### config.mk
export PLATFORM = sky130hd
export DESIGN_NAME = utf8_to_codepoint_decoder
export DESIGN_NICKNAME = d
export VERILOG_FILES = /design/src/hw/rtl/u2cp_pkg.sv /design/src/hw/rtl/utf8_to_codepoint_decoder.sv
export SDC_FILE = /design/constraint.sdc
export NUM_CORES = 1
export LEC_CHECK = 0
export ABC_AREA = 1
export CORE_MARGIN = 3
export CORE_UTILIZATION = 36
export CTS_CLUSTER_DIAMETER = 80
export DETAILED_ROUTE_END_ITERATION = 16
export DONT_BUFFER_PORTS = 1
export GPL_ROUTABILITY_DRIVEN = 0
export SLEW_MARGIN = 0
export SYNTH_ARGS = -nofsm -noshare
export SYNTH_HDL_FRONTEND = slang
export SYNTH_SLANG_ARGS = --single-unit
### constraint.sdc
create_clock -name clk -period 7.3 [get_ports clk]
set_clock_uncertainty 0.15 [all_clocks]
set_input_delay 1.095 -clock clk [delete_from_list [all_inputs] [get_ports clk]]
set_output_delay 1.095 -clock clk [all_outputs]
set_load 0.005 [all_outputs]
### src/hw/rtl/u2cp_pkg.sv
// ----------------------------------------------------------------------------
// u2cp_pkg
// Shared widths and constants of the UTF-8 to code point decoder.
// ----------------------------------------------------------------------------
package u2cp_pkg;

	localparam int BYTE_W     = 8;
	localparam int CP_W       = 22;
	localparam int LEN_W      = 16;
	localparam int REM_W      = 2;
	localparam int TAB_WIDTH  = 4;
	localparam int RESULT_CAP = 4;
	localparam int REP_W      = $clog2(RESULT_CAP + 1);
	localparam int CONT_SHIFT = 6;

	localparam logic [LEN_W-1:0] MAX_LENGTH_RESET = 16'd65534;

	localparam int TAB_LIM_FULL_I  = (TAB_WIDTH < RESULT_CAP) ? TAB_WIDTH : RESULT_CAP;
	localparam int TAB_LIM_FLUSH_I = (TAB_WIDTH < RESULT_CAP - 1) ? TAB_WIDTH : RESULT_CAP - 1;
	localparam logic [REP_W-1:0] TAB_LIM_FULL  = REP_W'(TAB_LIM_FULL_I);
	localparam logic [REP_W-1:0] TAB_LIM_FLUSH = REP_W'(TAB_LIM_FLUSH_I);

	localparam logic [3:0] NIB_LEAD4  = 4'hF;
	localparam logic [3:0] NIB_LEAD3  = 4'hE;
	localparam logic [3:0] NIB_LEAD2A = 4'hC;
	localparam logic [3:0] NIB_LEAD2B = 4'hD;

	localparam logic [BYTE_W-1:0] MARK_LEAD4 = 8'hF0;
	localparam logic [BYTE_W-1:0] MARK_LEAD3 = 8'hE0;
	localparam logic [BYTE_W-1:0] MARK_LEAD2 = 8'hC0;
	localparam logic [BYTE_W-1:0] MARK_CONT  = 8'h80;
	localparam logic [BYTE_W-1:0] MARK_NONE  = 8'h00;

	localparam logic [CP_W-1:0] CP_TAB   = 22'd9;
	localparam logic [CP_W-1:0] CP_CR    = 22'd13;
	localparam logic [CP_W-1:0] CP_SPACE = 22'h20;

endpackage

### src/hw/rtl/utf8_to_codepoint_decoder.sv
// ----------------------------------------------------------------------------
// utf8_to_codepoint_decoder
// UTF-8 byte stream in, one code point per output transaction, terminator on
// the zero byte.
// ----------------------------------------------------------------------------
// The block takes one byte per cycle unless a byte with results waits for a
// busy result register; an accepted byte is registered in byte_s1 before its
// results load the result register. Each byte yields at most four output
// transactions, handed out by the single result register at one per cycle
// while out_ready is high: a tab expands to up to four spaces, and a zero
// byte that closes a truncated sequence gives the flushed value, if any, then
// the terminator. Bytes that yield nothing (non-final continuation bytes,
// carriage returns, bytes past max_length) skip the result register. The
// max_length register is written over the cfg channel, which is always ready.
module utf8_to_codepoint_decoder (
	input  logic                          clk,
	input  logic                          arst_n,
	input  logic                          cfg_valid,
	output logic                          cfg_ready,
	input  logic [u2cp_pkg::LEN_W-1:0]    cfg_data,
	input  logic                          in_valid,
	output logic                          in_ready,
	input  logic [u2cp_pkg::BYTE_W-1:0]   byte_in,
	output logic                          out_valid,
	input  logic                          out_ready,
	output logic [u2cp_pkg::CP_W-1:0]     code_point,
	output logic                          is_end
);

	logic [u2cp_pkg::LEN_W-1:0]  max_q;
	logic [u2cp_pkg::CP_W-1:0]   partial_q;
	logic [u2cp_pkg::REM_W-1:0]  rem_q;
	logic [u2cp_pkg::LEN_W-1:0]  count_q;
	logic                        limit_q;

	logic                        valid_s1;
	logic [u2cp_pkg::BYTE_W-1:0] byte_s1;

	logic [u2cp_pkg::CP_W-1:0]   value_q;
	logic [u2cp_pkg::REP_W-1:0]  rep_q;
	logic                        term_q;

	logic                        is_zero;
	logic [u2cp_pkg::BYTE_W-1:0] marker;
	logic [u2cp_pkg::REM_W-1:0]  lead_rem;
	logic [u2cp_pkg::CP_W-1:0]   cont_val;
	logic [u2cp_pkg::REM_W-1:0]  rem_dec;
	logic                        at_limit;
	logic                        fin_do;
	logic [u2cp_pkg::CP_W-1:0]   fin_v;
	logic [u2cp_pkg::LEN_W-1:0]  room;
	logic [u2cp_pkg::REP_W-1:0]  tab_lim;
	logic [u2cp_pkg::REP_W-1:0]  tab_k;
	logic [u2cp_pkg::REP_W-1:0]  n_emit;
	logic [u2cp_pkg::LEN_W-1:0]  count_fin;

	logic [u2cp_pkg::CP_W-1:0]   partial_d;
	logic [u2cp_pkg::REM_W-1:0]  rem_d;
	logic [u2cp_pkg::LEN_W-1:0]  count_d;
	logic                        limit_d;
	logic [u2cp_pkg::CP_W-1:0]   res_value;
	logic [u2cp_pkg::REP_W-1:0]  res_rep;
	logic                        res_term;
	logic                        has_results;

	logic                        out_fire;
	logic                        out_last;
	logic                        res_free;
	logic                        s1_adv;

	assign cfg_ready = 1'b1;

	always_ff @(posedge clk or negedge arst_n) begin
		if (!arst_n) begin
			max_q <= u2cp_pkg::MAX_LENGTH_RESET;
		end else if (cfg_valid && cfg_ready) begin
			max_q <= cfg_data;
		end
	end

	always_comb begin
		marker   = u2cp_pkg::MARK_NONE;
		lead_rem = '0;
		case (byte_s1[7:4]) inside
			u2cp_pkg::NIB_LEAD4: begin
				marker   = u2cp_pkg::MARK_LEAD4;
				lead_rem = 2'd3;
			end
			u2cp_pkg::NIB_LEAD3: begin
				marker   = u2cp_pkg::MARK_LEAD3;
				lead_rem = 2'd2;
			end
			u2cp_pkg::NIB_LEAD2A, u2cp_pkg::NIB_LEAD2B: begin
				marker   = u2cp_pkg::MARK_LEAD2;
				lead_rem = 2'd1;
			end
			default: begin
				marker   = u2cp_pkg::MARK_NONE;
				lead_rem = '0;
			end
		endcase
	end

	assign is_zero  = (byte_s1 == '0);
	assign cont_val = (partial_q << u2cp_pkg::CONT_SHIFT)
		| {{(u2cp_pkg::CP_W-u2cp_pkg::BYTE_W){1'b0}}, byte_s1 ^ u2cp_pkg::MARK_CONT};
	assign rem_dec  = rem_q - 2'd1;
	assign at_limit = limit_q || (count_q >= max_q);

	always_comb begin
		fin_do = 1'b0;
		fin_v  = partial_q;
		if (is_zero) begin
			fin_do = (rem_q != '0);
			fin_v  = partial_q;
		end else if (rem_q != '0) begin
			fin_do = (rem_dec == '0);
			fin_v  = cont_val;
		end else if (!at_limit) begin
			fin_do = (lead_rem == '0);
			fin_v  = {{(u2cp_pkg::CP_W-u2cp_pkg::BYTE_W){1'b0}}, byte_s1 ^ marker};
		end
	end

	assign room    = (count_q >= max_q) ? '0 : max_q - count_q;
	assign tab_lim = is_zero ? u2cp_pkg::TAB_LIM_FLUSH : u2cp_pkg::TAB_LIM_FULL;
	assign tab_k   = (room < {{(u2cp_pkg::LEN_W-u2cp_pkg::REP_W){1'b0}}, tab_lim})
		? room[u2cp_pkg::REP_W-1:0] : tab_lim;

	always_comb begin
		if (!fin_do || fin_v == u2cp_pkg::CP_CR) begin
			n_emit = '0;
		end else if (fin_v == u2cp_pkg::CP_TAB) begin
			n_emit = tab_k;
		end else begin
			n_emit = (room != '0) ? u2cp_pkg::REP_W'(1) : '0;
		end
	end

	assign count_fin = count_q + {{(u2cp_pkg::LEN_W-u2cp_pkg::REP_W){1'b0}}, n_emit};

	always_comb begin
		partial_d = partial_q;
		rem_d     = rem_q;
		count_d   = count_fin;
		limit_d   = limit_q || (fin_do && (count_fin >= max_q));
		res_term  = 1'b0;
		if (is_zero) begin
			partial_d = '0;
			rem_d     = '0;
			count_d   = '0;
			limit_d   = 1'b0;
			res_term  = 1'b1;
		end else if (rem_q != '0) begin
			partial_d = (rem_dec == '0) ? '0 : cont_val;
			rem_d     = rem_dec;
		end else if (at_limit) begin
			count_d = count_q;
			limit_d = 1'b1;
		end else begin
			partial_d = (lead_rem == '0) ? '0 : fin_v;
			rem_d     = lead_rem;
		end
	end

	assign res_value   = (fin_v == u2cp_pkg::CP_TAB) ? u2cp_pkg::CP_SPACE : fin_v;
	assign res_rep     = n_emit;
	assign has_results = res_term || (res_rep != '0);

	assign out_valid  = (rep_q != '0) || term_q;
	assign code_point = (rep_q != '0) ? value_q : '0;
	assign is_end     = (rep_q == '0) && term_q;
	assign out_fire   = out_valid && out_ready;
	assign out_last   = ((rep_q == u2cp_pkg::REP_W'(1)) && !term_q) || ((rep_q == '0) && term_q);
	assign res_free   = !out_valid || (out_fire && out_last);
	assign s1_adv     = valid_s1 && (!has_results || res_free);
	assign in_ready   = !valid_s1 || s1_adv;

	always_ff @(posedge clk or negedge arst_n) begin
		if (!arst_n) begin
			valid_s1 <= 1'b0;
		end else if (in_ready) begin
			valid_s1 <= in_valid;
		end
	end

	always_ff @(posedge clk) begin
		if (in_valid && in_ready) begin
			byte_s1 <= byte_in;
		end
	end

	always_ff @(posedge clk or negedge arst_n) begin
		if (!arst_n) begin
			partial_q <= '0;
			rem_q     <= '0;
			count_q   <= '0;
			limit_q   <= 1'b0;
		end else if (s1_adv) begin
			partial_q <= partial_d;
			rem_q     <= rem_d;
			count_q   <= count_d;
			limit_q   <= limit_d;
		end
	end

	always_ff @(posedge clk or negedge arst_n) begin
		if (!arst_n) begin
			rep_q  <= '0;
			term_q <= 1'b0;
		end else if (s1_adv && has_results) begin
			rep_q  <= res_rep;
			term_q <= res_term;
		end else if (out_fire) begin
			if (rep_q != '0) begin
				rep_q <= rep_q - u2cp_pkg::REP_W'(1);
			end else begin
				term_q <= 1'b0;
			end
		end
	end

	always_ff @(posedge clk) begin
		if (s1_adv && has_results) begin
			value_q <= res_value;
		end
	end

	a_bundle_cap: assert property (@(posedge clk) disable iff (!arst_n)
		({1'b0, rep_q} + {{u2cp_pkg::REP_W{1'b0}}, term_q}) <= (u2cp_pkg::REP_W+1)'(u2cp_pkg::RESULT_CAP))
		else $error("result bundle exceeds the per-byte cap");

	a_idle_partial: assert property (@(posedge clk) disable iff (!arst_n)
		(rem_q == '0) |-> (partial_q == '0))
		else $error("partial value left over with no sequence open");

	a_end_clears: assert property (@(posedge clk) disable iff (!arst_n)
		(s1_adv && is_zero) |=> (count_q == '0 && rem_q == '0 && !limit_q && term_q))
		else $error("zero byte did not close the string");

endmodule

==> metrics.md, run 1 <==
| Metric | Value |
|---|---|
| Vias per std cell | `4.77` |
| Slew HR | `23.6%` |
| Layout cell share with drive strength beyond 1 | `7.31%` |
| Sequential share of the synthesized area | `35.0%` |
| First-pass GRT wire length | `30200 um` |
| Critical path's slowest cell | `fa_1` |
| Async SR Flop Fraction | `67.4%` |
| Number of buffers added on ports | `0` |
| Cell Rows | `50` |
| Critical path peak fanout | `17` |
| Synth Area in Adders | `7.47%` |
| Yosys top cell area share | `19.9%` |
| Peak VDD IR | `0.000207 V` |
| Final min period | `6.42 ns` |
| Clock Latency Late Sink | `0.36 ns` |
| Setup crit end kind | `flop` |
| CP required | `7.38 ns` |
| Fin crit share | `88.0%` |
| Setup violations, final | `0` |
| Clock slew at reported path FFs | `0.08 ns` |
| Initial antenna violation count | `0` |
| CTS tree | `yes` |
| GRT Resource Usage Total | `17.3%` |
| CP arrival | `6.50 ns` |
| GRT overflow | `0` |
| Final core occ | `39.8%` |
| Number of synthesized flops with an enable pin | `30` |
| Synth Register Bits | `92` |
| Setup Fix Bufs, Post-CTS | `0` |
| Post-CTS resize count | `0` |
| Slew Limit Fails | `0` |
| Synth Area in Compound Gates | `7.50%` |
| CP Class | `flop to flop` |
| P&R area growth vs syn | `7.08%` |
| Inst Count DP | `1283` |
| Met1 Wirelength | `9200 um` |
| Most frequent cell on the critical path | `nand2_1` |
| Top Metal Used | `met4` |
| Synth area leaders | `nand2_1 20%, dfrtp_1 17%, edfxtp_1 13%` |
| CTS Hold Buffers Added | `0` |
| Die area | `21400 sq um` |
| Cell taking the most area after synthesis | `nand2_1` |
| Largest net degree at the start of global routing | `63` |
| HPWL Detailed | `13200 um` |
| Outcome | `finished, final reports clean` |
| H-Tree Level Count | `3` |
| Vias | `6199` |
| Iter 0 DRT Violations | `614` |
| Syn_nets | `1121` |
| Die X-Extent | `146 um` |
| Metal3 WL | `960 um` |
| # DRC | `0` |
| Mapped Area | `7070 sq um` |
| Post-DRT Antenna Nets | `0` |
| 1st-pass router iterations | `5` |
| Height of the die | `146 um` |
| CP max stage delay | `0.43 ns` |
| Post-Syn Area per Cell | `6.73 sq um` |
| Leakage | `4.19 nW` |
| Xor and xnor area share after synthesis | `1.98%` |
| Core Area | `19000 sq um` |
| IO Pins | `55` |
| Diode count | `0` |
| Avg WL per Cell | `13.8 um` |
| Most frequent cell after synthesis | `nand2_1` |
| Final TNS setup | `0 ns` |
| Commonest cells post-synth | `375 x nand2_1, 199 x inv_1, 75 x nor2_1` |
| Ys flop type | `dfrtp_1` |
| CTS Buf Count | `9` |
| CTS root buffer | `clkbuf_16` |
| Final nets | `1104` |
| Final count of hold timing violations | `0` |
| Gate Count Post-Synth | `1051` |
| Distinct cells, synth | `44` |
| Hold slack final | `0.274 ns` |
| Least-Margin Pin Slew | `1.14 ns` |
| Initial Utilization | `37.2%` |
| Largest family of logic cells by synthesized area | `simple AND/OR/NAND/NOR gates` |
| HP Class | `primary input to asynchronous set/reset pin` |
| Pwr dens | `308 nW/um^2` |
| Post-synthesis simple-gate area fraction | `35.2%` |
| Final cell count without fillers | `1299` |
| CTS Buffer Depth | `2` |
| WL met2 | `7410 um` |
| Ys Warns | `0` |
| Multiplexer share of the synthesized area | `0%` |
| Max cap viols | `0` |
| RSZ-0062 raised after global routing | `false` |
| Vias in the first global route | `5937` |
| Clk sinks | `92` |
| Startpoint Class | `flop` |
| Routed WL | `17900 um` |
| F_max | `156 MHz` |
-- layer usage --
metal / GRT usage [%] / vias up
li1: - / 3213
met1: 25.9 / 2803
met4: 5.50 / 0
met2: 25.2 / 166
met3: 3.26 / 17
met5: 0 / -
-- cell families (layout without fill, tap and decap cells) --
logic type	Yosys count	count (layout)
XOR/XNOR	16	16
AND/OR/NAND/NOR	574	574
AO/OA/AOI/OAI	97	97
adder cells (fa/ha/maj)	41	41
buffers and inverters	230	218
flip-flops	92	92
other	1	1
-- final cells by class --
class                           instances  area (sq um)
Clock inverter                          7          90.1
Tap cell                              260           325
Sequential cell                        92          2470
Timing Repair Buffer                    2          15.0
Fill cell                            2066         11400
Inverter                              200           751
Multi-Input combinational cell        729          3690
Clock buffer                            9           225
-- registers in the layout, indices dropped and copies added, names as in the netlist --
register	count
term_q	1
count_q	16
limit_q	1
max_q	16
value_q	22
partial_q	22
rep_q	3
byte_s1	8
rem_q	2
valid_s1	1
-- stage by stage --
step,setup slack (ns),total power [W],cell area [sq um]
final,0.879,0.00233,7570
after global routing,0.0505,0.00254,7570
after CTS,0.849,0.00235,7570
after detailed placement,0.874,0.00183,7250
after global placement,1.03,0.00182,7250
after floorplan,1.95,0.00158,7070
-- report_power, final --
part	leakage (nW)	switching (W)	internal (W)
combinational	2.96	0.000799	0.000314
clock	0.156	0.000231	0.000275
sequential	1.08	0.0000693	0.000645
-- worst paths after layout --
path,startpoint,end,slack (ns),cells after the start
worst max register to register,max_q[0]$_DFFE_PN0P_,limit_q$_DFFE_PN0P_,0.88,40
worst min-delay path,arst_n,count_q[6]$_DFFE_PN0P_,0.27,0
worst min register to register,partial_q[16]$_DFFE_PN0P_,partial_q[16]$_DFFE_PN0P_,0.33,2
min in group clk,partial_q[16]$_DFFE_PN0P_,partial_q[16]$_DFFE_PN0P_,0.33,2
worst max-delay path,max_q[0]$_DFFE_PN0P_,limit_q$_DFFE_PN0P_,0.88,40
max in group asynchronous,arst_n,max_q[13]$_DFFE_PN1P_,6.50,0
-- layout by cell type, fill, tap and decap left out, types with 2 or more instances in the layout --
cell type  Yosys  routed
nand2_1      375     374
inv_1        199     199
nor2_1        75      74
nand3_1       58      58
dfrtp_1       47      47
ha_1          39      39
o21ai_0       38      38
a21oi_1       33      33
edfxtp_1      30      30
nand2_2       18      19
o22ai_1       16      16
dfstp_2       15      15
xor2_1        14      14
nand4_1       12      12
clkbuf_16      0       9
nor3_1         5       5
nor2_2         4       5
nor2_4         4       4
nand2_4        4       4
nand3b_1       4       4
nand3_2        3       3
nand3_4        3       3
and2_1         3       3
inv_8          0       3
a21boi_0       2       2
o21a_1         2       2
xnor2_1        2       2
nor3b_1        2       2
fa_1           2       2
clkinv_4       0       2
buf_4          2       2
-- critical path: cells and delay by family (launching register included) --
family | cells | cell delay, ns
buffers and inverters | 4 | 0.36
xor gates and xnor gates | 1 | 0.23
and+or+nand+nor | 26 | 3.43
DFF | 1 | 0.39
adders and majority gates | 4 | 1.06
AOI/OAI and AO/OA | 5 | 0.68
Power figures use the tool's default switching activity.
==> run 2: changes to the inputs <==
Settings changed: CORE_UTILIZATION 36 to 51, PLACE_DENSITY set to 0.66.
==> metrics.md, run 2 (synthesis gave the netlist of run 1 again) <==
| Metric | Value |
|---|---|
| Iter 0 DRT Violations | `539 (was 614)` |
| P&R area growth vs syn | `5.54% (was 7.08%)` |
| First-pass GRT wire length | `27000 um (was 30200 um)` |
| Cell Rows | `42 (was 50)` |
| Biggest regs | `partial_q (22), value_q (22) (unchanged)` |
| Initial Utilization | `52.8% (was 37.2%)` |
| Most frequent cells in the layout | `374 x nand2_1, 199 x inv_1, 74 x nor2_1 (unchanged)` |
| Die X-Extent | `124 um (was 146 um)` |
| CTS Buf Count | `9 (unchanged)` |
| Routed WL | `16200 um (was 17900 um)` |
| Final min period | `6.51 ns (was 6.42 ns)` |
| CTS Hold Buffers Added | `0 (unchanged)` |
| CTS root buffer | `clkbuf_16 (unchanged)` |
| Avg WL per Cell | `13.3 um (was 13.8 um)` |
| Final core occ | `55.7% (was 39.8%)` |
| Clock Latency Late Sink | `0.35 ns (was 0.36 ns)` |
| CP Class | `flop to flop (unchanged)` |
| IO Pins | `55 (unchanged)` |
| Clock slew at reported path FFs | `0.07 ns (was 0.08 ns)` |
| CP required | `7.38 ns (about the same)` |
| GRT Resource Usage Total | `22.4% (was 17.3%)` |
| RSZ-0062 raised after global routing | `false (unchanged)` |
| Leakage | `4.19 nW (about the same)` |
| Setup Fix Bufs, Post-CTS | `0 (unchanged)` |
| Pwr dens | `306 nW/um^2 (was 308 nW/um^2)` |
| Vias | `6101 (was 6199)` |
| Vias per std cell | `5.02 (was 4.77)` |
| Final TNS setup | `0 ns (unchanged)` |
| R2R setup slack | `0.79 ns (was 0.88 ns)` |
| Fin crit share | `89.2% (was 88.0%)` |
| Height of the die | `124 um (was 146 um)` |
| F_max | `154 MHz (was 156 MHz)` |
| Slew Limit Fails | `0 (unchanged)` |
| Hold slack final | `0.282 ns (was 0.274 ns)` |
| Diode count | `0 (unchanged)` |
| Setup violations, final | `0 (unchanged)` |
| Final count of hold timing violations | `0 (unchanged)` |
| Largest net degree at the start of global routing | `63 (unchanged)` |
| H-Tree Level Count | `3 (unchanged)` |
| Core Area | `13400 sq um (was 19000 sq um)` |
| CP max stage delay | `0.44 ns (was 0.43 ns)` |
| Slew HR | `26.3% (was 23.6%)` |
| Critical path peak fanout | `17 (unchanged)` |
| Max cap viols | `0 (unchanged)` |
| GRT overflow | `0 (unchanged)` |
| Number of fill cells in the layout | `1345 (was 2066)` |
| Register area | `2470 sq um (unchanged)` |
| HP Class | `primary input to asynchronous set/reset pin (unchanged)` |
| Inst Count DP | `1200 (was 1283)` |
| CTS Buffer Depth | `2 (unchanged)` |
| Most frequent cell on the critical path | `nand2_1 (unchanged)` |
| Footprint of the multi-input gates | `3690 sq um (unchanged)` |
| Outcome | `finished, final reports clean (unchanged)` |
| CTS tree | `yes (unchanged)` |
| Vias in the first global route | `5614 (was 5937)` |
| Die area | `15300 sq um (was 21400 sq um)` |
| Final nets | `1105 (was 1104)` |
| Critical path's slowest cell | `fa_1 (unchanged)` |
| Layout cell share with drive strength beyond 1 | `7.40% (was 7.31%)` |
| Final cell count without fillers | `1216 (was 1299)` |
| 1st-pass router iterations | `5 (unchanged)` |
| Startpoint Class | `flop (unchanged)` |
| Setup crit end kind | `flop (unchanged)` |
| Post-CTS resize count | `0 (unchanged)` |
| HPWL Detailed | `12100 um (was 13200 um)` |
| Least-Margin Pin Slew | `1.10 ns (was 1.14 ns)` |
| Power Total | `0.00228 W (was 0.00233 W)` |
| CP arrival | `6.59 ns (was 6.50 ns)` |
| Number of buffers added on ports | `0 (unchanged)` |
| Post-DRT Antenna Nets | `0 (unchanged)` |
| # DRC | `0 (unchanged)` |
| Leading cell type in the layout, fill and taps excluded | `nand2_1 (unchanged)` |
| Initial antenna violation count | `0 (unchanged)` |
| Peak VDD IR | `0.000168 V (was 0.000207 V)` |
| Clk sinks | `92 (unchanged)` |
==> run 2: area by class of cell <==
class	instances	share of cell area, %
clock buffer	9	3.02
clock inverter	7	1.06
inverter	200	10.1
multi-input combinational	729	49.5
sequential	92	33.1
tap	176	2.95
timing repair buffer	3	0.302
==> run 2: critical path, delay by kind of cell, from the launching register on <==
family                     cells  cell delay (ns)
buffers and inverters          4             0.27
xor gates and xnor gates       1             0.26
DFF                            1             0.38
adders and majority gates      4             1.11
AOI/OAI and AO/OA              6             0.69
and+or+nand+nor               23             3.54
==> run 2: power breakdown <==
part           internal (W)  switching (W)
Combinational      0.000315       0.000770
Clock              0.000270       0.000216
Sequential         0.000645      0.0000666
==> run 2: worst paths after layout <==
check | from | cells past startpoint | end
max in group asynchronous | arst_n | 0 | max_q[15]$_DFFE_PN1P_
hold / removal | arst_n | 0 | rep_q[2]$_DFFE_PN0P_
min in group clk | partial_q[16]$_DFFE_PN0P_ | 2 | partial_q[16]$_DFFE_PN0P_
setup / recovery | max_q[0]$_DFFE_PN0P_ | 38 | limit_q$_DFFE_PN0P_
setup reg to reg | max_q[0]$_DFFE_PN0P_ | 38 | limit_q$_DFFE_PN0P_
hold reg to reg | partial_q[16]$_DFFE_PN0P_ | 2 | partial_q[16]$_DFFE_PN0P_
==> run 2: through the flow <==
stage | cell area [sq um] | setup slack [ns]
after floorplan | 7070 | 1.95
after global placement | 7160 | 0.979
after detailed placement | 7160 | 0.876
after CTS | 7460 | 0.743
after global routing | 7460 | 0.0285
final | 7460 | 0.786
==> run 2: layer usage <==
| layer | up-vias | routed length (um) | track usage, % | part of all wire (%) |
|---|---|---|---|---|
| met2 | 157 | 6520 | 32.5 | 40 |
| met4 | 0 | 249 | 7.06 | 1.5 |
| li1 | 3205 | - | - | - |
| met5 | - | 0 | 0 | 0 |
| met1 | 2720 | 8400 | 33.8 | 52 |
| met3 | 19 | 1010 | 3.81 | 6.2 |
